[config.mk]
export PLATFORM = sky130hd
export DESIGN_NAME = jpeg_marker_scanner_core_flat
export DESIGN_NICKNAME = d
export VERILOG_FILES = /design/src/hw/rtl/jms_pkg.sv /design/src/hw/rtl/jms_if.sv /design/src/hw/rtl/jms_front.sv /design/src/hw/rtl/jms_fifo.sv /design/src/hw/rtl/jms_back.sv /design/src/hw/rtl/jpeg_marker_scanner_core.sv /design/src/flat_wrapper.sv
export SDC_FILE = /design/constraint.sdc
export NUM_CORES = 1
export LEC_CHECK = 0
export BUFFER_PORTS_ARGS = -buffer_cell sky130_fd_sc_hd__buf_2
export CORE_UTILIZATION = 45
export CTS_CLUSTER_DIAMETER = 60
export DETAILED_ROUTE_END_ITERATION = 16
export SLEW_MARGIN = 10
export SYNTH_ARGS = -nofsm -noshare
export SYNTH_HDL_FRONTEND = slang
export SYNTH_SLANG_ARGS = --single-unit
[constraint.sdc]
create_clock -name clk -period 9.5 [get_ports clk]
set_input_delay 0.475 -clock clk [delete_from_list [all_inputs] [get_ports clk]]
set_output_delay 0.475 -clock clk [all_outputs]
set_load 0.05 [all_outputs]
[src/hw/rtl/jms_pkg.sv]
// shared types and constants of the jpeg marker scanner
package jms_pkg;

  typedef enum logic [2:0] {
    PH_HUNT    = 3'd0,
    PH_AFTERFF = 3'd1,
    PH_LENHI   = 3'd2,
    PH_LENLO   = 3'd3,
    PH_SKIP    = 3'd4,
    PH_STOP    = 3'd5
  } phase_t;

  localparam logic [7:0] BYTE_FF  = 8'hFF;
  localparam logic [7:0] BYTE_00  = 8'h00;
  localparam logic [7:0] MK_TEM   = 8'h01;
  localparam logic [7:0] MK_SOS   = 8'hDA;
  localparam logic [3:0] MK_RST_HI = 4'hD;
  localparam logic [3:0] MK_EOI_LO = 4'h9;
  localparam logic [15:0] LEN_FIELD_BYTES = 16'd2;

  localparam logic [1:0] STATUS_OK     = 2'd0;
  localparam logic [1:0] STATUS_EOF    = 2'd1;
  localparam logic [1:0] STATUS_BADLEN = 2'd2;

  typedef struct packed {
    logic [7:0] data_byte;
    logic       file_start;
    logic       file_end;
    logic       is_ff;
    logic       is_zero;
    logic       is_standalone;
  } item_t;

endpackage

[src/hw/rtl/jms_if.sv]
// word channels of the jpeg marker scanner
interface jms_in_if;
  logic       valid;
  logic       ready;
  logic [7:0] data_byte;
  logic       file_start;
  logic       file_end;

  modport source (output valid, data_byte, file_start, file_end, input ready);
  modport sink (input valid, data_byte, file_start, file_end, output ready);
endinterface

interface jms_out_if;
  logic        valid;
  logic        ready;
  logic [7:0]  marker_code;
  logic [15:0] payload_length;
  logic        has_length;
  logic        scan_start;
  logic [1:0]  status;

  modport source (output valid, marker_code, payload_length, has_length, scan_start,
                  status, input ready);
  modport sink (input valid, marker_code, payload_length, has_length, scan_start,
                status, output ready);
endinterface

[src/hw/rtl/jms_front.sv]
// input stage: takes a byte word and classifies it
module jms_front (
  input  logic           clk,
  input  logic           rst_n,
  jms_in_if.sink         in_chan,
  output logic           push_valid,
  output jms_pkg::item_t push_item,
  input  logic           push_ready
);

  logic           valid_r;
  jms_pkg::item_t item_r;
  jms_pkg::item_t item_nxt;
  logic           take;

  assign in_chan.ready = !valid_r || push_ready;
  assign take          = in_chan.ready;

  always_comb begin
    item_nxt.data_byte     = in_chan.data_byte;
    item_nxt.file_start    = in_chan.file_start;
    item_nxt.file_end      = in_chan.file_end;
    item_nxt.is_ff         = in_chan.data_byte == jms_pkg::BYTE_FF;
    item_nxt.is_zero       = in_chan.data_byte == jms_pkg::BYTE_00;
    item_nxt.is_standalone = (in_chan.data_byte == jms_pkg::MK_TEM) ||
                             ((in_chan.data_byte[7:4] == jms_pkg::MK_RST_HI) &&
                              (in_chan.data_byte[3:0] <= jms_pkg::MK_EOI_LO));
  end

  always_ff @(posedge clk) begin
    if (!rst_n) begin
      valid_r <= 1'b0;
    end else if (take) begin
      valid_r <= in_chan.valid;
    end
  end

  always_ff @(posedge clk) begin
    if (take && in_chan.valid) begin
      item_r <= item_nxt;
    end
  end

  assign push_valid = valid_r;
  assign push_item  = item_r;

endmodule

[src/hw/rtl/jms_fifo.sv]
// short queue between the classifier and the scanner
module jms_fifo #(
  parameter int DEPTH = 2
) (
  input  logic           clk,
  input  logic           rst_n,
  input  logic           push_valid,
  input  jms_pkg::item_t push_item,
  output logic           push_ready,
  output logic           pop_valid,
  output jms_pkg::item_t pop_item,
  input  logic           pop_ready
);

  localparam int PtrW = (DEPTH > 1) ? $clog2(DEPTH) : 1;
  localparam int CntW = $clog2(DEPTH + 1);

  jms_pkg::item_t mem_r [DEPTH];
  logic [PtrW-1:0] wr_ptr_r;
  logic [PtrW-1:0] rd_ptr_r;
  logic [CntW-1:0] count_r;
  logic            push;
  logic            pop;

  assign push_ready = count_r != CntW'(DEPTH);
  assign pop_valid  = count_r != '0;
  assign pop_item   = mem_r[rd_ptr_r];
  assign push       = push_valid && push_ready;
  assign pop        = pop_valid && pop_ready;

  always_ff @(posedge clk) begin
    if (!rst_n) begin
      wr_ptr_r <= '0;
      rd_ptr_r <= '0;
      count_r  <= '0;
    end else begin
      if (push) begin
        wr_ptr_r <= (wr_ptr_r == PtrW'(DEPTH - 1)) ? '0 : wr_ptr_r + 1'b1;
      end
      if (pop) begin
        rd_ptr_r <= (rd_ptr_r == PtrW'(DEPTH - 1)) ? '0 : rd_ptr_r + 1'b1;
      end
      if (push && !pop) begin
        count_r <= count_r + 1'b1;
      end else if (pop && !push) begin
        count_r <= count_r - 1'b1;
      end
    end
  end

  always_ff @(posedge clk) begin
    if (push) begin
      mem_r[wr_ptr_r] <= push_item;
    end
  end

endmodule

[src/hw/rtl/jms_back.sv]
// scanner state machine and result register
module jms_back (
  input  logic           clk,
  input  logic           rst_n,
  input  logic           pop_valid,
  input  jms_pkg::item_t pop_item,
  output logic           pop_ready,
  jms_out_if.source      out_chan
);

  jms_pkg::phase_t phase_r, phase_nxt, phase_cur, phase_step;
  logic [7:0]  held_r, held_nxt;
  logic [7:0]  lenhi_r, lenhi_nxt;
  logic [15:0] skip_r, skip_nxt;
  logic [15:0] plen;
  logic        len_short;
  logic        step;

  logic        res_valid;
  logic [7:0]  res_code;
  logic [15:0] res_plen;
  logic        res_haslen;
  logic        res_sos;
  logic [1:0]  res_status;

  logic        out_valid_r;
  logic [7:0]  out_code_r;
  logic [15:0] out_plen_r;
  logic        out_haslen_r;
  logic        out_sos_r;
  logic [1:0]  out_status_r;

  assign pop_ready = !out_valid_r || out_chan.ready;
  assign step      = pop_valid && pop_ready;
  assign plen      = {lenhi_r, pop_item.data_byte} - jms_pkg::LEN_FIELD_BYTES;
  assign len_short = (lenhi_r == 8'd0) && (pop_item.data_byte[7:1] == 7'd0);
  assign phase_cur = pop_item.file_start ? jms_pkg::PH_HUNT : phase_r;

  // next state
  always_comb begin
    phase_step = phase_cur;
    held_nxt   = held_r;
    lenhi_nxt  = lenhi_r;
    skip_nxt   = skip_r;
    unique case (phase_cur)
      jms_pkg::PH_HUNT: begin
        if (pop_item.is_ff) phase_step = jms_pkg::PH_AFTERFF;
      end
      jms_pkg::PH_AFTERFF: begin
        if (pop_item.is_ff) begin
          phase_step = jms_pkg::PH_AFTERFF;
        end else if (pop_item.is_zero || pop_item.is_standalone) begin
          phase_step = jms_pkg::PH_HUNT;
        end else begin
          held_nxt   = pop_item.data_byte;
          phase_step = jms_pkg::PH_LENHI;
        end
      end
      jms_pkg::PH_LENHI: begin
        lenhi_nxt  = pop_item.data_byte;
        phase_step = jms_pkg::PH_LENLO;
      end
      jms_pkg::PH_LENLO: begin
        if (len_short || held_r == jms_pkg::MK_SOS) begin
          phase_step = jms_pkg::PH_STOP;
        end else if (plen == 16'd0) begin
          phase_step = jms_pkg::PH_HUNT;
        end else begin
          skip_nxt   = plen;
          phase_step = jms_pkg::PH_SKIP;
        end
      end
      jms_pkg::PH_SKIP: begin
        skip_nxt = skip_r - 16'd1;
        if (skip_r == 16'd1) phase_step = jms_pkg::PH_HUNT;
      end
      default: phase_step = jms_pkg::PH_STOP;
    endcase
    phase_nxt = (pop_item.file_end && phase_step != jms_pkg::PH_STOP) ?
                jms_pkg::PH_STOP : phase_step;
  end

  // result
  always_comb begin
    res_valid  = 1'b0;
    res_code   = 8'd0;
    res_plen   = 16'd0;
    res_haslen = 1'b0;
    res_sos    = 1'b0;
    res_status = jms_pkg::STATUS_OK;
    unique case (phase_cur)
      jms_pkg::PH_AFTERFF: begin
        if (pop_item.is_standalone) begin
          res_valid = 1'b1;
          res_code  = pop_item.data_byte;
        end
      end
      jms_pkg::PH_LENLO: begin
        res_valid  = 1'b1;
        res_code   = held_r;
        res_haslen = 1'b1;
        if (len_short) begin
          res_status = jms_pkg::STATUS_BADLEN;
        end else begin
          res_plen = plen;
          res_sos  = held_r == jms_pkg::MK_SOS;
        end
      end
      default: res_valid = 1'b0;
    endcase
    if (pop_item.file_end && phase_step != jms_pkg::PH_STOP) begin
      res_valid  = 1'b1;
      res_code   = 8'd0;
      res_plen   = 16'd0;
      res_haslen = 1'b0;
      res_sos    = 1'b0;
      res_status = jms_pkg::STATUS_EOF;
    end
  end

  always_ff @(posedge clk) begin
    if (!rst_n) begin
      phase_r     <= jms_pkg::PH_HUNT;
      held_r      <= 8'd0;
      lenhi_r     <= 8'd0;
      skip_r      <= 16'd0;
      out_valid_r <= 1'b0;
    end else begin
      if (step) begin
        phase_r     <= phase_nxt;
        held_r      <= held_nxt;
        lenhi_r     <= lenhi_nxt;
        skip_r      <= skip_nxt;
        out_valid_r <= res_valid;
      end else if (out_chan.ready) begin
        out_valid_r <= 1'b0;
      end
    end
  end

  always_ff @(posedge clk) begin
    if (step && res_valid) begin
      out_code_r   <= res_code;
      out_plen_r   <= res_plen;
      out_haslen_r <= res_haslen;
      out_sos_r    <= res_sos;
      out_status_r <= res_status;
    end
  end

  assign out_chan.valid          = out_valid_r;
  assign out_chan.marker_code    = out_code_r;
  assign out_chan.payload_length = out_plen_r;
  assign out_chan.has_length     = out_haslen_r;
  assign out_chan.scan_start     = out_sos_r;
  assign out_chan.status         = out_status_r;

endmodule

[src/hw/rtl/jpeg_marker_scanner_core.sv]
// top level of the jpeg marker scanner
// path: a taken byte word is registered in the classifier, written into the queue,
// then stepped by the scanner into the result register
// throughput: one byte word per cycle while out_chan.ready does not hold back the result register
// reset: synchronous active-low rst_n empties the queue and returns to hunting
module jpeg_marker_scanner_core #(
  parameter int QUEUE_DEPTH = 2
) (
  input  logic      clk,
  input  logic      rst_n,
  jms_in_if.sink    in_chan,
  jms_out_if.source out_chan
);

  logic           push_valid;
  logic           push_ready;
  jms_pkg::item_t push_item;
  logic           pop_valid;
  logic           pop_ready;
  jms_pkg::item_t pop_item;

  jms_front u_front (
    .clk        (clk),
    .rst_n      (rst_n),
    .in_chan    (in_chan),
    .push_valid (push_valid),
    .push_item  (push_item),
    .push_ready (push_ready)
  );

  jms_fifo #(
    .DEPTH (QUEUE_DEPTH)
  ) u_fifo (
    .clk        (clk),
    .rst_n      (rst_n),
    .push_valid (push_valid),
    .push_item  (push_item),
    .push_ready (push_ready),
    .pop_valid  (pop_valid),
    .pop_item   (pop_item),
    .pop_ready  (pop_ready)
  );

  jms_back u_back (
    .clk       (clk),
    .rst_n     (rst_n),
    .pop_valid (pop_valid),
    .pop_item  (pop_item),
    .pop_ready (pop_ready),
    .out_chan  (out_chan)
  );

endmodule

[src/flat_wrapper.sv]
// flat-port wrapper written by rule: the top's interface ports become plain ports
module jpeg_marker_scanner_core_flat 
#(
  parameter int QUEUE_DEPTH = 2
)
  (clk, rst_n, in_chan_valid, in_chan_data_byte, in_chan_file_start, in_chan_file_end, in_chan_ready, out_chan_valid, out_chan_marker_code, out_chan_payload_length, out_chan_has_length, out_chan_scan_start, out_chan_status, out_chan_ready);
  jms_in_if in_chan_i ();
  jms_out_if out_chan_i ();
  input  logic clk;
  input  logic rst_n;
  input wire logic [$bits(in_chan_i.valid)-1:0] in_chan_valid;
  input wire logic [$bits(in_chan_i.data_byte)-1:0] in_chan_data_byte;
  input wire logic [$bits(in_chan_i.file_start)-1:0] in_chan_file_start;
  input wire logic [$bits(in_chan_i.file_end)-1:0] in_chan_file_end;
  output wire logic [$bits(in_chan_i.ready)-1:0] in_chan_ready;
  output wire logic [$bits(out_chan_i.valid)-1:0] out_chan_valid;
  output wire logic [$bits(out_chan_i.marker_code)-1:0] out_chan_marker_code;
  output wire logic [$bits(out_chan_i.payload_length)-1:0] out_chan_payload_length;
  output wire logic [$bits(out_chan_i.has_length)-1:0] out_chan_has_length;
  output wire logic [$bits(out_chan_i.scan_start)-1:0] out_chan_scan_start;
  output wire logic [$bits(out_chan_i.status)-1:0] out_chan_status;
  input wire logic [$bits(out_chan_i.ready)-1:0] out_chan_ready;
  assign in_chan_i.valid = in_chan_valid;
  assign in_chan_i.data_byte = in_chan_data_byte;
  assign in_chan_i.file_start = in_chan_file_start;
  assign in_chan_i.file_end = in_chan_file_end;
  assign in_chan_ready = in_chan_i.ready;
  assign out_chan_valid = out_chan_i.valid;
  assign out_chan_marker_code = out_chan_i.marker_code;
  assign out_chan_payload_length = out_chan_i.payload_length;
  assign out_chan_has_length = out_chan_i.has_length;
  assign out_chan_scan_start = out_chan_i.scan_start;
  assign out_chan_status = out_chan_i.status;
  assign out_chan_i.ready = out_chan_ready;
  jpeg_marker_scanner_core #(.QUEUE_DEPTH(QUEUE_DEPTH)) u_core (.clk(clk), .rst_n(rst_n), .in_chan(in_chan_i), .out_chan(out_chan_i));
endmodule
==> key figures, run 1 <==
Critical path
  – CP endpoint kind: flip-flop
  – Worst Path Buf+Inv: 3
  – CP top delay family: simple AND/OR/NAND/NOR gates
  – Flop2flop setup slack: 6.10 ns
  – FF-to-FF End: u_core.u_back.out_chan.scan_start
  – Slowest stage delay, CP: 0.41 ns
  – Worst R2R Path Depth: 11
  – CP Class: flip-flop to flip-flop
  – Worst EP required: 9.64 ns
  – Crit-path cells: buf_4 > mux2_2 > inv_1 > ha_1 > nand2_1 > nor4_4 > nor3_2 > a21oi_1 > buf_4 > nand2_1 > nor3_1
  – Critical-path top delay cell: mux2_2
  – Critical path startpoint category: flip-flop
  – Crit path DAT: 3.54 ns
  – Worst-path fanout max: 27

CTS
  – Clock-pin slew on the worst setup and hold paths: 0.07 ns
  – Worst-Skew Late Latency: 0.35 ns
  – Hold-fix buffers at CTS: 0
  – Clock Sinks: 109
  – Clock root buffer: clkbuf_16
  – TritonCTS clock tree: built
  – Cts bufs inserted: 9
  – H-tree depth: 3
  – Postcts setup bufs: 0
  – CTS Buffer Depth: 2
  – Post_cts resized: 0

Drt
  – Total number of vias: 3,742
  – Post-DR vias/cell: 5.76
  – Count of antenna-violating nets left after detailed routing: 0
  – DR pass1 iterations: 5
  – Detailed Route Iter0 Violations: 220
  – Routed wire length: 11,400 um
  – DR WL/cell: 17.5 um
  – # DRC: 0

STA
  – Slew HR: 0.270
  – Minimum clock period: 3.40 ns
  – Final period util: 0.358
  – Slew of the pin with the lowest slew margin: 1.09 ns
  – Final Hold Fails: 0
  – Setup TNS: 0 ns
  – Setup repair after global routing missed its margin: no
  – Pins Over Slew Limit: 0
  – Skew final: 0.00912 ns
  – Final setup fails: 0
  – Max Freq: 0.294 GHz

Global routing
  – Global-route wire length before repair: 18,200 um
  – Initial antenna violation count: 0
  – Global route total overflow: 0
  – Gr usage total: 0.207
  – Largest net degree at the start of global routing: 30
  – Vias in the first global route: 3,433

Synth
  – Post-synth top area share: 0.391
  – Synthesized flop and latch total: 109
  – Syn_nets: 486
  – EDFF count, synth: 67
  – Yosys top cell by area: edfxtp_1
  – Cells after Synth: 468
  – Ys async rst share: 0
  – Seq/Total Area, Yosys: 0.555
  – Post-synth top flop: edfxtp_1
  – Netlist cell types: 65
  – Synth warnings: 0
  – Dominant cells by area after synthesis: edfxtp_1 39%, dfxtp_1 16%, nor2_1 3.6%, nand2_1 2.8%, mux2i_1 2.5%
  – Post-Syn Area: 5140 um2
  – Synthesized area per cell: 11.0 um2

Die
  – Rows: 38
  – Horiz. Die Dim: 109 um
  – I/O pin count: 44
  – Die ar.: 11,900 um2
  – Die Span Y: 109 um
  – CORE AREA: 11,000 um2
  – Starting density of the core: 0.468

Power
  – Leak Pwr: 2.04 nW
  – Power density cells: 269 nW/um2
  – VDD IR-drop max: 0.000129 V

Final layout
  – Share of layout cells above drive strength 1: 0.188
  – Inserted Diodes: 0
  – Fin nets: 523
  – Seq. cell area: 2850 um2
  – Fill count: 968
  – Final Core Density: 0.526
  – Non-filler instance count after layout: 650
  – P&R area growth vs syn: 12.3%
  – Area of the multi-input gates: 2130 um2

Placed design
  – Post-DP HPWL: 8090 um
  – Routability cong.: 0.874
  – Input/output buffers: 43
  – Placed Cells: 634

Min path
  – Min-Delay Endpoint: u_core.u_front.push_item[3]
  – Hold wc startpoint: in_chan_file_end
  – HP Class: input port to flip-flop
  – Hold depth: 1

Run status
  – Status: completed

Job
  – Max-cap violation count: 0
-- stage by stage --
| stage | instance area, um2 | worst slack [ns] | power (mW) | hold WS (ns) |
|---|---|---|---|---|
| after global routing | 5770 | 5.85 | 1.63 | 0.295 |
| after detailed placement | 5450 | 6.11 | 1.15 | 0.429 |
| after floorplan | 5140 | 6.36 | 1.03 | 0.421 |
| after CTS | 5770 | 6.09 | 1.56 | 0.295 |
| after global placement | 5450 | 6.19 | 1.15 | 0.423 |
| final | 5770 | 6.10 | 1.56 | 0.298 |
-- cell type report --
class                           count  share of cell area
Tap cell                          140              0.0303
Multi-Input combinational cell    327               0.370
Inverter                           11             0.00715
Sequential cell                   109               0.494
Clock buffer                       11              0.0420
Clock inverter                      5              0.0143
Timing Repair Buffer               47              0.0425
-- power breakdown --
group | internal, mW | switching (mW) | total (mW)
combinational | 0.147 | 0.375 | 0.522
clock | 0.240 | 0.170 | 0.410
sequential | 0.583 | 0.0400 | 0.623
-- sequential cells by signal (all words and copies together), names as in the netlist, 3 cells and up, named ones only --
| register | cells |
|---|---|
| u_core.u_back.phase_r | 3 |
| u_core.u_fifo.mem_r | 26 |
| u_core.u_front.push_item | 13 |
| u_core.u_back.out_chan.payload_length | 16 |
| u_core.u_back.held_r | 8 |
| u_core.u_back.lenhi_r | 8 |
| u_core.u_back.out_chan.marker_code | 8 |
| u_core.u_back.skip_r | 16 |
-- cell usage in the layout, fill, tap and decap left out, types with 3 or more instances in the layout --
| master | Yosys | routed |
|---|---|---|
| buf_2 | 2 | 43 |
| nand2_1 | 39 | 39 |
| ha_1 | 4 | 4 |
| nor3b_1 | 5 | 5 |
| dfxtp_1 | 42 | 42 |
| or3_1 | 3 | 3 |
| o221ai_1 | 3 | 3 |
| xor2_1 | 7 | 7 |
| o2bb2ai_1 | 9 | 9 |
| nand3_1 | 10 | 10 |
| o21a_1 | 4 | 4 |
| nand4b_1 | 3 | 3 |
| or4_1 | 3 | 3 |
| or2_2 | 6 | 6 |
| o32ai_1 | 4 | 4 |
| o21ai_2 | 10 | 10 |
| and4b_1 | 3 | 3 |
| nor2_1 | 50 | 50 |
| edfxtp_1 | 67 | 67 |
| mux2_2 | 3 | 3 |
| nor3_1 | 18 | 18 |
| inv_1 | 11 | 11 |
| and3_1 | 8 | 8 |
| xnor2_1 | 10 | 10 |
| o21ai_0 | 19 | 19 |
| o22ai_1 | 3 | 3 |
| nor2b_1 | 4 | 4 |
| mux2i_1 | 13 | 13 |
| a21oi_1 | 18 | 18 |
| nand2b_1 | 3 | 3 |
| nor4_1 | 11 | 11 |
| buf_4 | 1 | 4 |
| a211oi_1 | 11 | 11 |
| o31ai_1 | 7 | 7 |
| clkbuf_16 | 0 | 9 |
| and2_1 | 4 | 4 |
-- synthesized netlist by cell type, types with 5 or more instances --
| cell type | instances |
|---|---|
| nor3b_1 | 5 |
| nor2_1 | 50 |
| nor4_1 | 11 |
| dfxtp_1 | 42 |
| o31ai_1 | 7 |
| xor2_1 | 7 |
| o2bb2ai_1 | 9 |
| clkbuf_1 | 13 |
| xnor2_1 | 10 |
| edfxtp_1 | 67 |
| o21ai_2 | 10 |
| and3_1 | 8 |
| nor3_1 | 18 |
| inv_1 | 11 |
| a21oi_1 | 18 |
| or2_2 | 6 |
| a211oi_1 | 11 |
| nand3_1 | 10 |
| mux2i_1 | 13 |
| nand2_1 | 39 |
| o21ai_0 | 19 |
-- routing by layer --
layer,track usage,share of wire,wire length [um],vias to the layer above
met3,0.0317,0.047,534,21
met2,0.325,0.46,5200,121
met1,0.280,0.47,5310,1774
li1,-,-,-,1826
met4,0.0985,0.032,362,0
met5,0,0,0,-
-- logic make-up after synthesis --
group / Yosys count / share of synthesized area
and+or+nand+nor: 187 / 0.196
DFF: 109 / 0.555
AOI/OAI and AO/OA: 101 / 0.141
buffers and inverters: 32 / 0.0304
muxes: 18 / 0.0389
xor gates and xnor gates: 17 / 0.0289
adders and majority gates: 4 / 0.00973
-- worst max path at each step --
| stage | endpoint | slack, ns | cells after the start |
|---|---|---|---|
| finish | u_core.u_back.out_chan.scan_start | 6.10 | 11 |
| global route | u_core.u_back.out_chan.scan_start | 5.85 | 10 |
| CTS | u_core.u_back.out_chan.scan_start | 6.09 | 10 |
| detailed placement | u_core.u_back.out_chan.scan_start | 6.11 | 10 |
| global placement | u_core.u_back.out_chan.scan_start | 6.19 | 11 |
| floorplan | u_core.u_back.out_chan.valid | 6.36 | 12 |
(Power assumes the default switching activity.)
==> inputs of run 2 (changes only) <==
--- a/config.mk
+++ b/config.mk
@@ -9,6 +9,7 @@
 export CORE_UTILIZATION = 45
 export CTS_CLUSTER_DIAMETER = 60
 export DETAILED_ROUTE_END_ITERATION = 16
+export PLACE_DENSITY = 0.65
 export SLEW_MARGIN = 10
 export SYNTH_ARGS = -nofsm -noshare
 export SYNTH_HDL_FRONTEND = slang
==> constraint.sdc (replaced) <==
create_clock -name clk -period 2.85 [get_ports clk]
set_input_delay 0.1425 -clock clk [delete_from_list [all_inputs] [get_ports clk]]
set_output_delay 0.1425 -clock clk [all_outputs]
set_load 0.05 [all_outputs]
==> run 2 against run 1 <==
  * Sequential power rose to 3.3 times the previous value
  * Global-route usage up 0.16 points
  * Non-clock buffer count increased by 42
  * Final cell count increased by 6.5%
  * Critical path depth unchanged
  * Register-to-register slack worse by 6.0 ns
  * First-iteration DRC count decreased by 28%
  * Die area unchanged
  * Worst setup slack worse by 6.0 ns
  * Count of clock-buffer cells in the layout stayed put
  * Design area up 6.8%
  * Wire length increased by 0.99%
  * Largest power group unchanged
==> key figures, run 2 (synthesis gave the netlist of run 1 again) <==
Die
  – Horiz. Die Dim: 109 um (unchanged)
  – Rows: 38 (unchanged)
  – Die ar.: 11,900 um2 (unchanged)
  – I/O pin count: 44 (unchanged)
  – CORE AREA: 11,000 um2 (unchanged)
  – Starting density of the core: 0.468 (unchanged)
  – Die Span Y: 109 um (unchanged)

Final layout
  – Finished Cell Area: 6160 um2 (+6.8%)
  – Commonest non-fill, non-tap cell in the layout: edfxtp_1
  – Seq. cell area: 2850 um2 (about the same)
  – Top reg by flops: u_core.u_fifo.mem_r
  – P&R area growth vs syn: 19.8%
  – Most frequent cells in the layout: 67 x edfxtp_1, 50 x nor2_1, 43 x buf_2
  – Max reg flops: 26 (unchanged)
  – Inserted Diodes: 0 (unchanged)
  – Fin nets: 565 (+8.0%)
  – Area of the multi-input gates: 2180 um2 (+2.2%)
  – Share of layout cells above drive strength 1: 0.250 (+0.0618)
  – Non-filler instance count after layout: 692 (+6.5%)
  – Final Core Density: 0.561 (+0.0355)
  – Fill count: 940 (-2.9%)

Placed design
  – Routability cong.: 0.882 (+0.94%)
  – Placed Cells: 664 (+4.7%)
  – Input/output buffers: 43 (unchanged)
  – DP Area: 5700 um2 (+4.6%)
  – Post-DP HPWL: 8310 um (+2.7%)

Run status
  – Status: completed

Critical path
  – Most numerous cell on the critical path: buf_4
  – Critical-path top delay cell: dfxtp_2
  – Crit-path cells: mux2_2 > inv_2 > ha_4 > o211ai_1 > nor4b_2 > nand4_1 > o31ai_4 > buf_4 > a211oi_4 > buf_4 > o2bb2ai_1
  – CP endpoint kind: flip-flop
  – Critical path startpoint category: flip-flop
  – Slowest stage delay, CP: 0.41 ns (about the same)
  – Worst EP required: 3.07 ns (-6.57 ns)
  – Worst-path fanout max: 5 (-81%)
  – Crit path DAT: 2.95 ns (-0.59 ns)
  – CP Class: flip-flop to flip-flop

CTS
  – Cts bufs inserted: 9 (unchanged)
  – H-tree depth: 3 (unchanged)
  – Worst-Skew Late Latency: 0.35 ns (about the same)
  – CTS Buffer Depth: 2 (unchanged)
  – Clock-pin slew on the worst setup and hold paths: 0.07 ns (about the same)
  – TritonCTS clock tree: built
  – Clock Sinks: 109 (unchanged)
  – Clock root buffer: clkbuf_16

Global routing
  – Global-route wire length before repair: 18,600 um (+2.2%)
  – Vias in the first global route: 3,681 (+7.2%)
  – Global route total overflow: 0 (unchanged)
  – Largest net degree at the start of global routing: 30 (unchanged)
  – Gr usage total: 0.209 (+0.00160)
  – Initial antenna violation count: 0 (unchanged)

Drt
  – Count of antenna-violating nets left after detailed routing: 0 (unchanged)
  – DR pass1 iterations: 4 (-1)
  – DR WL/cell: 16.6 um (-5.1%)
  – Routed wire length: 11,500 um (+0.99%)
  – # DRC: 0 (unchanged)
  – Post-DR vias/cell: 5.62 (-2.4%)
  – Detailed Route Iter0 Violations: 159 (-28%)
  – Total number of vias: 3,887 (+3.9%)

STA
  – Pins Over Slew Limit: 0 (unchanged)
  – Skew final: 0.00757 ns (-0.00155 ns)
  – Max Freq: 0.367 GHz (+25%)
  – Slew HR: 0.547 (+0.277)
  – Minimum clock period: 2.73 ns (-0.673 ns)
  – Final period util: 0.957 (+0.599)
  – Final Hold Fails: 0 (unchanged)
  – Final hold slack: 0.0203 ns (-0.278 ns)
  – Slew of the pin with the lowest slew margin: 0.661 ns (-0.424 ns)
  – Final setup fails: 0 (unchanged)

Power
  – Power density cells: 868 nW/um2 (+220%)
  – VDD IR-drop max: 0.000396 V (+210%)
  – Leak Pwr: 2.25 nW (+10%)

Job
  – Max-cap violation count: 0 (unchanged)

Min path
  – HP Class: input port to flip-flop
run 2: cell types whose count changed in the layout (fill, tap and decap cells not counted), sizes merged:
cell	delta
buf	+36
dlygate4sd3	+6
run 2: power breakdown:
group	internal (mW)	switching [mW]	total, mW
Sequential	1.94	0.140	2.08
Combinational	0.643	1.27	1.92
Clock	0.798	0.551	1.35
run 2: final timing paths:
kind,startpoint,end,slack [ns],cells past startpoint
max,flip-flop,u_core.u_back.skip_r[13],0.12,11
min,in_chan_data_byte[2],u_core.u_front.push_item[7],0.02,1
max reg2reg,flip-flop,u_core.u_back.skip_r[13],0.12,11
min reg2reg,u_core.u_front.push_item[8],u_core.u_fifo.mem_r[1][8],0.45,0
run 2: repair_timing:
| action | CTS | global route |
|---|---|---|
| setup endpoints to repair | 3 | 42 |
| endpoints found under the hold margin | 6 | 0 |
| resized for setup | 0 | 6 |
| buffers inserted | 0 | 6 |
| hold buffers | 6 | 0 |
| pin swaps | 0 | 4 |
run 2: area by class of cell:
class | instances | area share
Multi-Input combinational cell | 327 | 0.354
Timing Repair Buffer | 89 | 0.0954
Inverter | 11 | 0.00670
Clock buffer | 11 | 0.0394
Sequential cell | 109 | 0.463
Tap cell | 140 | 0.0284
Clock inverter | 5 | 0.0134
run 2: stage by stage:
stage / setup slack (ns) / power (mW) / TNS (ns)
floorplan: 0.00913 / 3.44 / 0
global placement: 0.0790 / 3.95 / 0
detailed placement: 0.0440 / 3.99 / 0
CTS: -0.0220 / 5.35 / -0.0370
global route: -0.0256 / 5.61 / -0.135
finish: 0.123 / 5.35 / 0
run 2: layer usage:
| layer | up-vias | part of all wire | GRT usage |
|---|---|---|---|
| li1 | 1914 | - | - |
| met2 | 79 | 0.48 | 0.330 |
| met3 | 23 | 0.032 | 0.0377 |
| met1 | 1871 | 0.45 | 0.271 |
| met4 | 0 | 0.033 | 0.114 |
| met5 | - | 0 | 0 |
run 2: worst max-delay path, delay by kind of cell, from the launching register on:
family          cells  cell delay, ns
simple gates        2            0.52
flops               1            0.41
compound gates      4            0.68
fa+ha+maj           1            0.17
buf+inv             3            0.44
mux                 1            0.38
